<file path="src/smau_pkg.sv">
// Shared types and constants for the stack machine arithmetic unit.
package smau_pkg;

    // Word and field widths
    localparam int DATA_W   = 32;
    localparam int OP_W     = 3;
    localparam int STAT_W   = 2;
    localparam int DEPTH_W  = 7;
    localparam int MIN_OPS  = 2;

    // Instruction codes
    localparam logic [OP_W-1:0] OP_PUSH = 3'd0;
    localparam logic [OP_W-1:0] OP_ADD  = 3'd1;
    localparam logic [OP_W-1:0] OP_SUB  = 3'd2;
    localparam logic [OP_W-1:0] OP_MUL  = 3'd3;
    localparam logic [OP_W-1:0] OP_DIV  = 3'd4;
    localparam logic [OP_W-1:0] OP_MOD  = 3'd5;

    // Status codes
    localparam logic [STAT_W-1:0] STAT_OK      = 2'd0;
    localparam logic [STAT_W-1:0] STAT_SHORT   = 2'd1;
    localparam logic [STAT_W-1:0] STAT_DIVZERO = 2'd2;
    localparam logic [STAT_W-1:0] STAT_FULL    = 2'd3;

    // Per-cell shift control
    typedef struct packed {
        logic take_up;      // load from the neighbor nearer the top
        logic take_down;    // load from the neighbor nearer the bottom
    } cell_ctrl_t;

endpackage

</file>
<file path="src/smau_cell.sv">
// One stack entry: holds a word and shifts it to or from its neighbors.
module smau_cell
    import smau_pkg::*;
(
    input  logic              aclk,
    input  cell_ctrl_t        ctrl,
    input  logic [DATA_W-1:0] up_data,
    input  logic [DATA_W-1:0] down_data,
    output logic [DATA_W-1:0] data
);

    logic [DATA_W-1:0] data_reg;

    // Push moves entries down, pop moves them up
    always_ff @(posedge aclk) begin
        if (ctrl.take_up) begin
            data_reg <= up_data;
        end else if (ctrl.take_down) begin
            data_reg <= down_data;
        end
    end

    assign data = data_reg;

endmodule

</file>
<file path="config.mk">
export PLATFORM = sky130hd
export DESIGN_NAME = smau_cell
export DESIGN_NICKNAME = d
export VERILOG_FILES = /design/src/smau_pkg.sv /design/src/smau_cell.sv
export SDC_FILE = /design/constraint.sdc
export NUM_CORES = 1
export LEC_CHECK = 0
export BUFFER_PORTS_ARGS = -buffer_cell sky130_fd_sc_hd__buf_4
export CORE_UTILIZATION = 39
export CTS_BUF_LIST = sky130_fd_sc_hd__clkbuf_4
export CTS_CLUSTER_SIZE = 16
export DETAILED_ROUTE_END_ITERATION = 10
export GPL_TIMING_DRIVEN = 0
export PLACE_DENSITY_LB_ADDON = 0.2
export REMOVE_ABC_BUFFERS = 1
export SLEW_MARGIN = 10
export SYNTH_ARGS = -nofsm -noshare
export SYNTH_HDL_FRONTEND = slang
export SYNTH_SLANG_ARGS = --single-unit
</file>
<file path="constraint.sdc">
create_clock -name aclk -period 1.44 [get_ports aclk]
set_input_delay 0.144 -clock aclk [delete_from_list [all_inputs] [get_ports aclk]]
set_output_delay 0.144 -clock aclk [all_outputs]
set_load 0.005 [all_outputs]
</file>
==> impl_metrics.xml <==
<?xml version="1.0" encoding="UTF-8"?>
<metrics>
  <group name="outcome">
    <metric name="outcome" unit="">finished clean</metric>
  </group>
  <group name="grt">
    <metric name="gr-max-usage-layer" unit="">met2</metric>
    <metric name="antenna_found_initial" unit="">0</metric>
    <metric name="grt_util_met3" unit="%">4.286</metric>
    <metric name="use_met2" unit="%">26.20</metric>
    <metric name="grt_max_degree" unit="">34</metric>
    <metric name="first_global_vias" unit="">981</metric>
    <metric name="grt_first_pass_wirelength" unit="um">4395</metric>
    <metric name="use_met1" unit="%">14.74</metric>
    <metric name="global_route.usage.total" unit="%">14.74</metric>
    <metric name="global_route_overflow" unit="">0</metric>
  </group>
  <group name="drt">
    <metric name="first_pass_iters" unit="">4</metric>
    <metric name="detail_route.wl_per_cell" unit="um">13.29</metric>
    <metric name="dr_total_vias" unit="">990</metric>
    <metric name="detail_route.drc_violations" unit="">0</metric>
    <metric name="routed_wirelength" unit="um">2911</metric>
    <metric name="ant_nets" unit="">0</metric>
    <metric name="detail_route.iter0.violations" unit="">37</metric>
    <metric name="mean_number_of_vias_per_cell" unit="">4.521</metric>
  </group>
  <group name="logic_synthesis">
    <metric name="synth.top_cells.by_area" unit="">edfxtp_1 64%, mux2_4 29%, buf_12 4.0%</metric>
    <metric name="synth_flop_cell" unit="">edfxtp_1</metric>
    <metric name="register_bit_count_reported_by_yosys" unit="">32</metric>
    <metric name="yosysMostFrequentCell" unit="">edfxtp_1</metric>
    <metric name="netlist-cell-type-count" unit="">6</metric>
    <metric name="post-synth-top-area-cell" unit="">edfxtp_1</metric>
    <metric name="synth_top_area_share" unit="%">63.73</metric>
    <metric name="mappedNetlistArea" unit="mm2">0.001508</metric>
    <metric name="asyncSetResetFlopFracSynth" unit="%">0</metric>
    <metric name="synth_seq_area_share" unit="%">63.73</metric>
    <metric name="synthesis.yosys.warnings" unit="">0</metric>
    <metric name="synthesized_netlist_cell_count" unit="">69</metric>
    <metric name="synth-edff-count" unit="">32</metric>
    <metric name="synth_commonest_cells" unit="">32 x edfxtp_1, 29 x mux2_4, 3 x buf_12, 3 x mux2_2</metric>
    <metric name="syn-mean-instance-area" unit="um2">21.85</metric>
  </group>
  <group name="place">
    <metric name="gp_congestion" unit="">0.6316</metric>
    <metric name="port_buffers" unit="">98</metric>
    <metric name="dpl.cell_count" unit="">211</metric>
  </group>
  <group name="floorplanning">
    <metric name="std_cell_rows" unit="">22</metric>
    <metric name="floorplan.core_area" unit="mm2">0.003689</metric>
    <metric name="die_area" unit="mm2">0.004118</metric>
    <metric name="initial_core_util" unit="%">40.88</metric>
    <metric name="boundaryPins" unit="">99</metric>
    <metric name="die-width" unit="um">64.18</metric>
    <metric name="fp.dieH" unit="um">64.18</metric>
  </group>
  <group name="clock_network">
    <metric name="cts.sink_count" unit="">32</metric>
    <metric name="max-clock-path-buffers" unit="">2</metric>
    <metric name="buffers_inserted_during_post_cts_setup_optimization" unit="">0</metric>
    <metric name="cts-root-buf" unit="">clkbuf_4</metric>
    <metric name="worst_setup_hold_path_clk_slew" unit="ns">0.11</metric>
    <metric name="cts-buffers-inserted" unit="">5</metric>
    <metric name="tritoncts" unit="">built</metric>
    <metric name="cts-htree-levels" unit="">2</metric>
  </group>
  <group name="timing">
    <metric name="clock_period_minus_final_worst_setup_slack" unit="ns">1.159</metric>
    <metric name="max_clock_freq" unit="MHz">862.9</metric>
    <metric name="setup_viol_count_final" unit="">0</metric>
    <metric name="max_slew.worst_pin.slew" unit="ns">0.5655</metric>
    <metric name="report.final.hold_viol_count" unit="">0</metric>
    <metric name="rsz0062_at_grt" unit="">no</metric>
    <metric name="final_max_slew_viol_count" unit="">0</metric>
    <metric name="final_min_period_over_clock_period" unit="%">80.48</metric>
    <metric name="final.setup.tns" unit="ns">0</metric>
    <metric name="relSlewSlack" unit="%">62.30</metric>
  </group>
  <group name="critical_path">
    <metric name="critical_path_peak_fanout" unit="">33</metric>
    <metric name="slowest_stage" unit="">or2_4</metric>
    <metric name="timing.critical_path.from_type" unit="">primary input</metric>
    <metric name="cp.arrival" unit="ns">1.14</metric>
    <metric name="critPathRequiredTime" unit="ns">1.42</metric>
    <metric name="worstPathBufferInverterCount" unit="">1</metric>
    <metric name="critical_path.top_delay_family" unit="">simple AND/OR/NAND/NOR gates</metric>
    <metric name="path_cells" unit="">buf_4 &gt; or2_4</metric>
    <metric name="timing.critical_path.slowest_cell_delay" unit="ns">0.51</metric>
    <metric name="end_kind" unit="">register</metric>
    <metric name="critPathKind" unit="">primary input to register</metric>
  </group>
  <group name="pwr">
    <metric name="pwr_density_cell" unit="mW/mm2">1000</metric>
    <metric name="power.static_leakage" unit="nW">1.096</metric>
    <metric name="power_switching_share" unit="%">20.01</metric>
    <metric name="finalPower" unit="W">0.002316</metric>
    <metric name="p_comb_share" unit="%">19.8</metric>
    <metric name="power.internal" unit="W">0.001852</metric>
    <metric name="seq_power_share" unit="%">50.5</metric>
    <metric name="power.ir.vdd_worst" unit="V">0.0006214</metric>
    <metric name="switching_power" unit="W">0.0004634</metric>
    <metric name="power.clock.fraction" unit="%">29.6</metric>
  </group>
  <group name="cells_and_area">
    <metric name="max_ffs_per_register" unit="">32</metric>
    <metric name="antenna-diode-count" unit="">0</metric>
    <metric name="instances_no_fill" unit="">219</metric>
    <metric name="synthToLayoutAreaGrowth" unit="%">53.53</metric>
    <metric name="finish.net_count" unit="">237</metric>
    <metric name="post-route-util" unit="%">62.75</metric>
    <metric name="drive_gt1_share" unit="%">81.29</metric>
    <metric name="layout.filler_cells" unit="">308</metric>
  </group>
  <group name="flow_run">
    <metric name="max_cap_viol_count" unit="">0</metric>
  </group>
  <group name="hold_path">
    <metric name="min_path_type" unit="">primary input to register</metric>
  </group>
</metrics>
-- area by class of cell --
class	count	area [um2]	area share, %
clock inverter	2	35.03	1.514
multi-input combinational	33	478.0	20.65
timing repair buffer	98	735.7	31.78
clock buffer	6	45.04	1.946
sequential	32	960.9	41.51
tap	48	60.06	2.595
-- power groups by stage --
| stage | registers [W] | clock network [W] | logic (W) |
|---|---|---|---|
| after floorplan | 0.00121 | 0 | 0.000125 |
| after global placement | 0.00119 | 0 | 0.000453 |
| after detailed placement | 0.00119 | 0 | 0.000463 |
| after CTS | 0.00117 | 0.000701 | 0.000465 |
| after global routing | 0.00118 | 0.000731 | 0.000492 |
| final | 0.00117 | 0.000686 | 0.000459 |
-- layout by cell type, fill, tap and decap left out --
master,count
buf_4,98
bufinv_16,1
clkbuf_4,6
clkinv_2,1
edfxtp_1,32
mux2_2,3
mux2_4,29
or2_4,1
-- layer usage --
layer | vias up | share of wire (%)
li1 | 470 | -
met2 | 52 | 54
met4 | 0 | 2.9
met1 | 459 | 36
met5 | - | 0
met3 | 9 | 6.8
-- path summary, 6_finish.rpt --
kind	from	to	slack [ns]	cells after the start
max	ctrl[1]	data[26]	0.28	2
min	up_data[4]	data[4]	0.1	2
-- stage by stage --
step                      hold slack (ns)  setup slack [ns]  instance area [um2]
after floorplan                    0.3615            0.1626                 1436
after global placement             0.4447           -0.6709                 2232
after detailed placement           0.4467           -0.7175                 2232
after CTS                         0.08553           0.05524                 2312
after global routing              0.08551            0.2207                 2315
final                             0.09682            0.2811                 2315
-- timing repair --
| action | 4_1_cts | 5_1_grt |
|---|---|---|
| resized for setup | 1 | 1 |
| hold buffers | 0 | 0 |
| setup endpoints to repair | 32 | 13 |
| hold endpoints to repair | 0 | 0 |
-- logic make-up after synthesis --
group / Yosys count / share of synthesized area [%]
flops: 32 / 63.73
buf+inv: 4 / 4.730
mux: 32 / 31.12
simple gates: 1 / 0.4152
(Power assumes the default switching activity.)
