### src/smau_pkg.sv
// Shared types and constants for the stack machine arithmetic unit.
package smau_pkg;

    // Word and field widths
    localparam int DATA_W   = 32;
    localparam int OP_W     = 3;
    localparam int STAT_W   = 2;
    localparam int DEPTH_W  = 7;
    localparam int MIN_OPS  = 2;

    // Instruction codes
    localparam logic [OP_W-1:0] OP_PUSH = 3'd0;
    localparam logic [OP_W-1:0] OP_ADD  = 3'd1;
    localparam logic [OP_W-1:0] OP_SUB  = 3'd2;
    localparam logic [OP_W-1:0] OP_MUL  = 3'd3;
    localparam logic [OP_W-1:0] OP_DIV  = 3'd4;
    localparam logic [OP_W-1:0] OP_MOD  = 3'd5;

    // Status codes
    localparam logic [STAT_W-1:0] STAT_OK      = 2'd0;
    localparam logic [STAT_W-1:0] STAT_SHORT   = 2'd1;
    localparam logic [STAT_W-1:0] STAT_DIVZERO = 2'd2;
    localparam logic [STAT_W-1:0] STAT_FULL    = 2'd3;

    // Per-cell shift control
    typedef struct packed {
        logic take_up;      // load from the neighbor nearer the top
        logic take_down;    // load from the neighbor nearer the bottom
    } cell_ctrl_t;

endpackage

### src/smau_divider.sv
// Iterative signed 32-bit divider, one quotient bit per cycle, truncating.
module smau_divider
    import smau_pkg::*;
(
    input  logic              aclk,
    input  logic              aresetn,
    input  logic              start,
    input  logic [DATA_W-1:0] dividend,
    input  logic [DATA_W-1:0] divisor,
    output logic              done,
    output logic [DATA_W-1:0] quotient,
    output logic [DATA_W-1:0] remainder
);

    localparam int CNT_W = $clog2(DATA_W);

    logic              busy_reg, busy_next;
    logic              done_reg, done_next;
    logic [CNT_W-1:0]  cnt_reg, cnt_next;
    logic [DATA_W-1:0] quo_reg, quo_next;
    logic [DATA_W-1:0] rem_reg, rem_next;
    logic [DATA_W-1:0] div_reg, div_next;
    logic              neg_q_reg, neg_q_next;
    logic              neg_r_reg, neg_r_next;
    logic [DATA_W:0]   shifted;
    logic [DATA_W:0]   diff;

    // Restoring step
    assign shifted = {rem_reg, quo_reg[DATA_W-1]};
    assign diff    = shifted - {1'b0, div_reg};

    always_comb begin
        busy_next  = busy_reg;
        done_next  = 1'b0;
        cnt_next   = cnt_reg;
        quo_next   = quo_reg;
        rem_next   = rem_reg;
        div_next   = div_reg;
        neg_q_next = neg_q_reg;
        neg_r_next = neg_r_reg;
        if (start) begin
            // Work on magnitudes; signs are applied at the output
            busy_next  = 1'b1;
            cnt_next   = '0;
            rem_next   = '0;
            quo_next   = dividend[DATA_W-1] ? (~dividend + 1'b1) : dividend;
            div_next   = divisor[DATA_W-1] ? (~divisor + 1'b1) : divisor;
            neg_q_next = dividend[DATA_W-1] ^ divisor[DATA_W-1];
            neg_r_next = dividend[DATA_W-1];
        end else if (busy_reg) begin
            if (!diff[DATA_W]) begin
                rem_next = diff[DATA_W-1:0];
                quo_next = {quo_reg[DATA_W-2:0], 1'b1};
            end else begin
                rem_next = shifted[DATA_W-1:0];
                quo_next = {quo_reg[DATA_W-2:0], 1'b0};
            end
            cnt_next = cnt_reg + 1'b1;
            if (cnt_reg == CNT_W'(DATA_W - 1)) begin
                busy_next = 1'b0;
                done_next = 1'b1;
            end
        end
    end

    always_ff @(posedge aclk) begin
        if (!aresetn) begin
            busy_reg <= 1'b0;
            done_reg <= 1'b0;
            cnt_reg  <= '0;
        end else begin
            busy_reg <= busy_next;
            done_reg <= done_next;
            cnt_reg  <= cnt_next;
        end
        quo_reg   <= quo_next;
        rem_reg   <= rem_next;
        div_reg   <= div_next;
        neg_q_reg <= neg_q_next;
        neg_r_reg <= neg_r_next;
    end

    // Sign fix: quotient by sign product, remainder follows the dividend
    assign done      = done_reg;
    assign quotient  = neg_q_reg ? (~quo_reg + 1'b1) : quo_reg;
    assign remainder = neg_r_reg ? (~rem_reg + 1'b1) : rem_reg;

endmodule
### config.mk
export PLATFORM = sky130hd
export DESIGN_NAME = smau_divider
export DESIGN_NICKNAME = d
export VERILOG_FILES = /design/src/smau_pkg.sv /design/src/smau_divider.sv
export SDC_FILE = /design/constraint.sdc
export NUM_CORES = 1
export LEC_CHECK = 0
export ABC_AREA = 0
export BUFFER_PORTS_ARGS = -buffer_cell sky130_fd_sc_hd__buf_2
export CORE_ASPECT_RATIO = 1.4
export CORE_MARGIN = 3
export CORE_UTILIZATION = 53
export DETAILED_ROUTE_END_ITERATION = 8
export PLACE_DENSITY = 0.82
export SLEW_MARGIN = 20
export SYNTH_ARGS = -nofsm -noshare
export SYNTH_HDL_FRONTEND = slang
export SYNTH_SLANG_ARGS = --single-unit
### constraint.sdc
create_clock -name aclk -period 4 [get_ports aclk]
set_clock_uncertainty 0.05 [all_clocks]
set_input_delay 0.8 -clock aclk [delete_from_list [all_inputs] [get_ports aclk]]
set_output_delay 0.8 -clock aclk [all_outputs]
set_load 0.03 [all_outputs]
==> flow_metrics.py <==
metrics = {
    "pwr": {
        "pwr-share-clk_pct": 21.0,
        "power_switching_mw": 1.64,
        "vdd_drop_max_mv": 0.261,
        "power.total_mw": 4.13,
        "seq_power_share_pct": 34.2,
        "swShare_pct": 39.8,
        "leakage_nw": 4.21,
        "p_int_mw": 2.49,
        "cellPowerDensity_nw_per_um2": 402,
        "combPwrFrac_pct": 44.8,
    },
    "yosys": {
        "async_flop_share_pct": 0,
        "avgSynthCellArea_um2": 8.52,
        "synth_cell_types": 61,
        "ys.flop_type": "edfxtp_1",
        "synthesis.area_um2": 8270,
        "synth_fa_ha_area_share_pct": 5.99,
        "synth_edf_count": 66,
        "synth_fp_nets": 1076,
        "synth_compound_area_share_pct": 20.7,
        "yosys-top-cells-count": "nand2_1 (113), xnor2_1 (108), nor2_1 (78)",
        "yosysMostFrequentCell": "nand2_1",
        "synth_top_family_by_area": "compound AO/OA/AOI/OAI gates",
        "synthTopCellsByArea": "edfxtp_1 (24%), xnor2_1 (11%), dfxtp_1 (9.4%)",
        "yosysSeqAreaShare_pct": 33.4,
        "synth_warnings": 0,
        "yosysTopAreaCell": "edfxtp_1",
        "yosysTopAreaCellShare_pct": 24.0,
        "synth-seq-cells": 105,
        "syn_inst": 970,
        "synthXorXnorAreaFrac_pct": 16.2,
        "synth-simple-area-share_pct": 18.5,
        "muxShareOfSynthArea_pct": 0.741,
    },
    "worst_setup_path": {
        "r2r_cells": 11,
        "cp_cell_sequence": "or4_4 -> or2_4 -> nand2b_1 -> or4_4 -> or4_4 -> or4_4 -> o21ai_4 -> xnor2_4 -> buf_6",
        "r2r_slack_ps": 300,
        "crit_required_ps": 3150,
        "crit_buf_inv": 1,
        "crit_type": "flip-flop to output pin",
        "start_kind": "flip-flop",
        "critPathMostFrequentCell": "or4_4",
        "critical-path-top-delay-family": "simple AND/OR/NAND/NOR gates",
        "critical_path_arrival_ps": 3620,
        "r2r-start": "rem_reg[18]",
        "cp_slowest_cell": "or4_4",
        "endpoint_kind": "output pin",
        "max_stage_delay_ps": 560,
        "crit_fanout": 3,
        "r2r_end": "rem_reg[24]",
    },
    "worst_hold_path": {
        "holdPathEnd": "cnt_reg[4]",
        "whs_path_depth": 2,
        "hold_start": "cnt_reg[4]",
        "hp-class": "flip-flop to flip-flop",
    },
    "route": {
        "postRouteAntennaNets": 0,
        "wl_per_cell_um": 17.3,
        "wl_mm": 23.1,
        "num_vias": 7973,
        "drt_iter0_drc": 532,
        "via_per_inst": 5.99,
        "first_pass_iters": 5,
        "drc": 0,
    },
    "timing": {
        "layout_worst_path_cycle_share_pct": 112,
        "finalSetupViolations": 15,
        "period_minus_slack_ps": 4470,
        "holdWs_ps": 471,
        "relSlewSlack_pct": 43.4,
        "rsz0062_at_grt": "yes",
        "tns_ps": -3480,
        "finalWorstSetupSlack_ps": -475,
        "final-hold-violation-count": 0,
        "slew_violations": 0,
        "fmax_mhz": 223,
        "tightest_slew_ps": 849,
    },
    "die": {
        "die_area_um2": 17200,
        "num_rows": 53,
        "die_x_um": 112,
        "coreArea_um2": 15200,
        "initial_core_util_pct": 54.5,
        "die_y_um": 154,
        "num_io_pins": 132,
    },
    "clocking": {
        "clkSinkCount": 105,
        "cts_root_buffer": "clkbuf_16",
        "numCtsBuffers": 9,
        "cts_tree": "done",
        "htree_levels": 3,
        "path_clk_slew_ps": 70,
        "clock_path_buffers": 2,
        "insertion_delay_ps": 360,
    },
    "place": {
        "place_ws_ps": -201,
        "place_area_um2": 9520,
        "port_buffers": 131,
        "dp.cells": 1307,
        "place_hpwl_mm": 16.4,
        "place_congestion": 0.930,
    },
    "final_layout": {
        "finalInstanceArea_um2": 10300,
        "final_layout_size_suffix_gt1_share_pct": 24.6,
        "nets": 1242,
        "final_util_pct": 67.6,
        "synthToLayoutAreaGrowth_pct": 24.2,
        "fin_cells": 1332,
        "diodes": 0,
    },
    "grt": {
        "grt_pass1_vias": 7795,
        "grt_pass1_wl_mm": 37.0,
        "antenna_found_initial": 0,
        "grt_max_degree": 79,
        "overflow": 0,
        "grt_usage_pct": 26.2,
    },
    "job": {
        "max-cap-violations": 0,
    },
    "outcome": {
        "violations": "negative setup slack",
        "status": "complete, but fails checks",
    },
}
## power groups by stage
stage,clock network [mW],registers (mW),logic (mW)
2_1_floorplan,0,1.39,1.18
3_3_place_gp,0,1.41,1.66
3_5_place_dp,0,1.41,1.68
4_1_cts,0.878,1.41,1.77
5_1_grt,0.924,1.43,2.00
6_report,0.869,1.41,1.85
## layout by cell type (no fill, tap or decap), drive strengths merged, types with 15 or more instances in the layout
master  count
a21o       15
a21oi      64
a311oi     18
buf       201
dfxtp      39
edfxtp     66
ha         38
inv        50
nand2     113
nor2       78
o21ai      60
o31ai      31
o41ai      22
or4        28
xnor2     108
xor2       45
## area by class of cell
class                           instances  area (um^2)
Clock inverter                          2         13.8
Inverter                               51          196
Timing Repair Buffer                  201         1280
Clock buffer                           13          270
Multi-Input combinational cell        768         5500
Tap cell                              192          240
Fill cell                            1214         4920
Sequential cell                       105         2770
## worst reg2reg max path: stages, from the launching register on
cell	delay, ps
dfxtp_1	580
ha_1	390
a21oi_1	350
o21ai_0	220
o41ai_1	350
o41ai_1	140
buf_4	170
a211o_1	320
xnor2_1	360
buf_4	320
nand2_1	120
a311oi_1	260
## what timing repair did
item | 4_1_cts | 5_1_grt
gates resized for setup | 62 | 31
setup endpoints to repair | 17 | 20
buffers inserted | 3 | 7
pin swaps | 19 | 16
hold buffers | 0 | 0
## worst max-delay path by stage
| stage | to | cells past startpoint | slack (ps) | start |
|---|---|---|---|---|
| 2_1_floorplan | remainder[30] | 10 | 30 | rem_reg[0] |
| 3_3_place_gp | quotient[28] | 9 | -90 | quo_reg[10] |
| 3_5_place_dp | quotient[28] | 10 | -200 | quo_reg[6] |
| 4_1_cts | quotient[28] | 9 | -480 | quo_reg[10] |
| 5_1_grt | quotient[28] | 9 | -540 | quo_reg[10] |
| 6_report | quotient[28] | 9 | -470 | quo_reg[9] |
## kinds of logic (layout without fill, tap and decap cells)
group	Yosys count	in the layout
simple gates	312	312
fa+ha+maj	39	39
xor+xnor	153	153
flops	105	105
buf+inv	97	267
mux	6	6
compound gates	258	258
## layer usage
layer,global-route usage [%],wire length (um),vias up,share of wire [%]
li1,-,-,3858,-
met3,3.07,1120,76,4.8
met2,46.5,11800,287,51
met4,13.9,1030,0,4.5
met5,0,0,-,0
met1,30.8,9080,3752,39
Power figures use the tool's default switching activity.
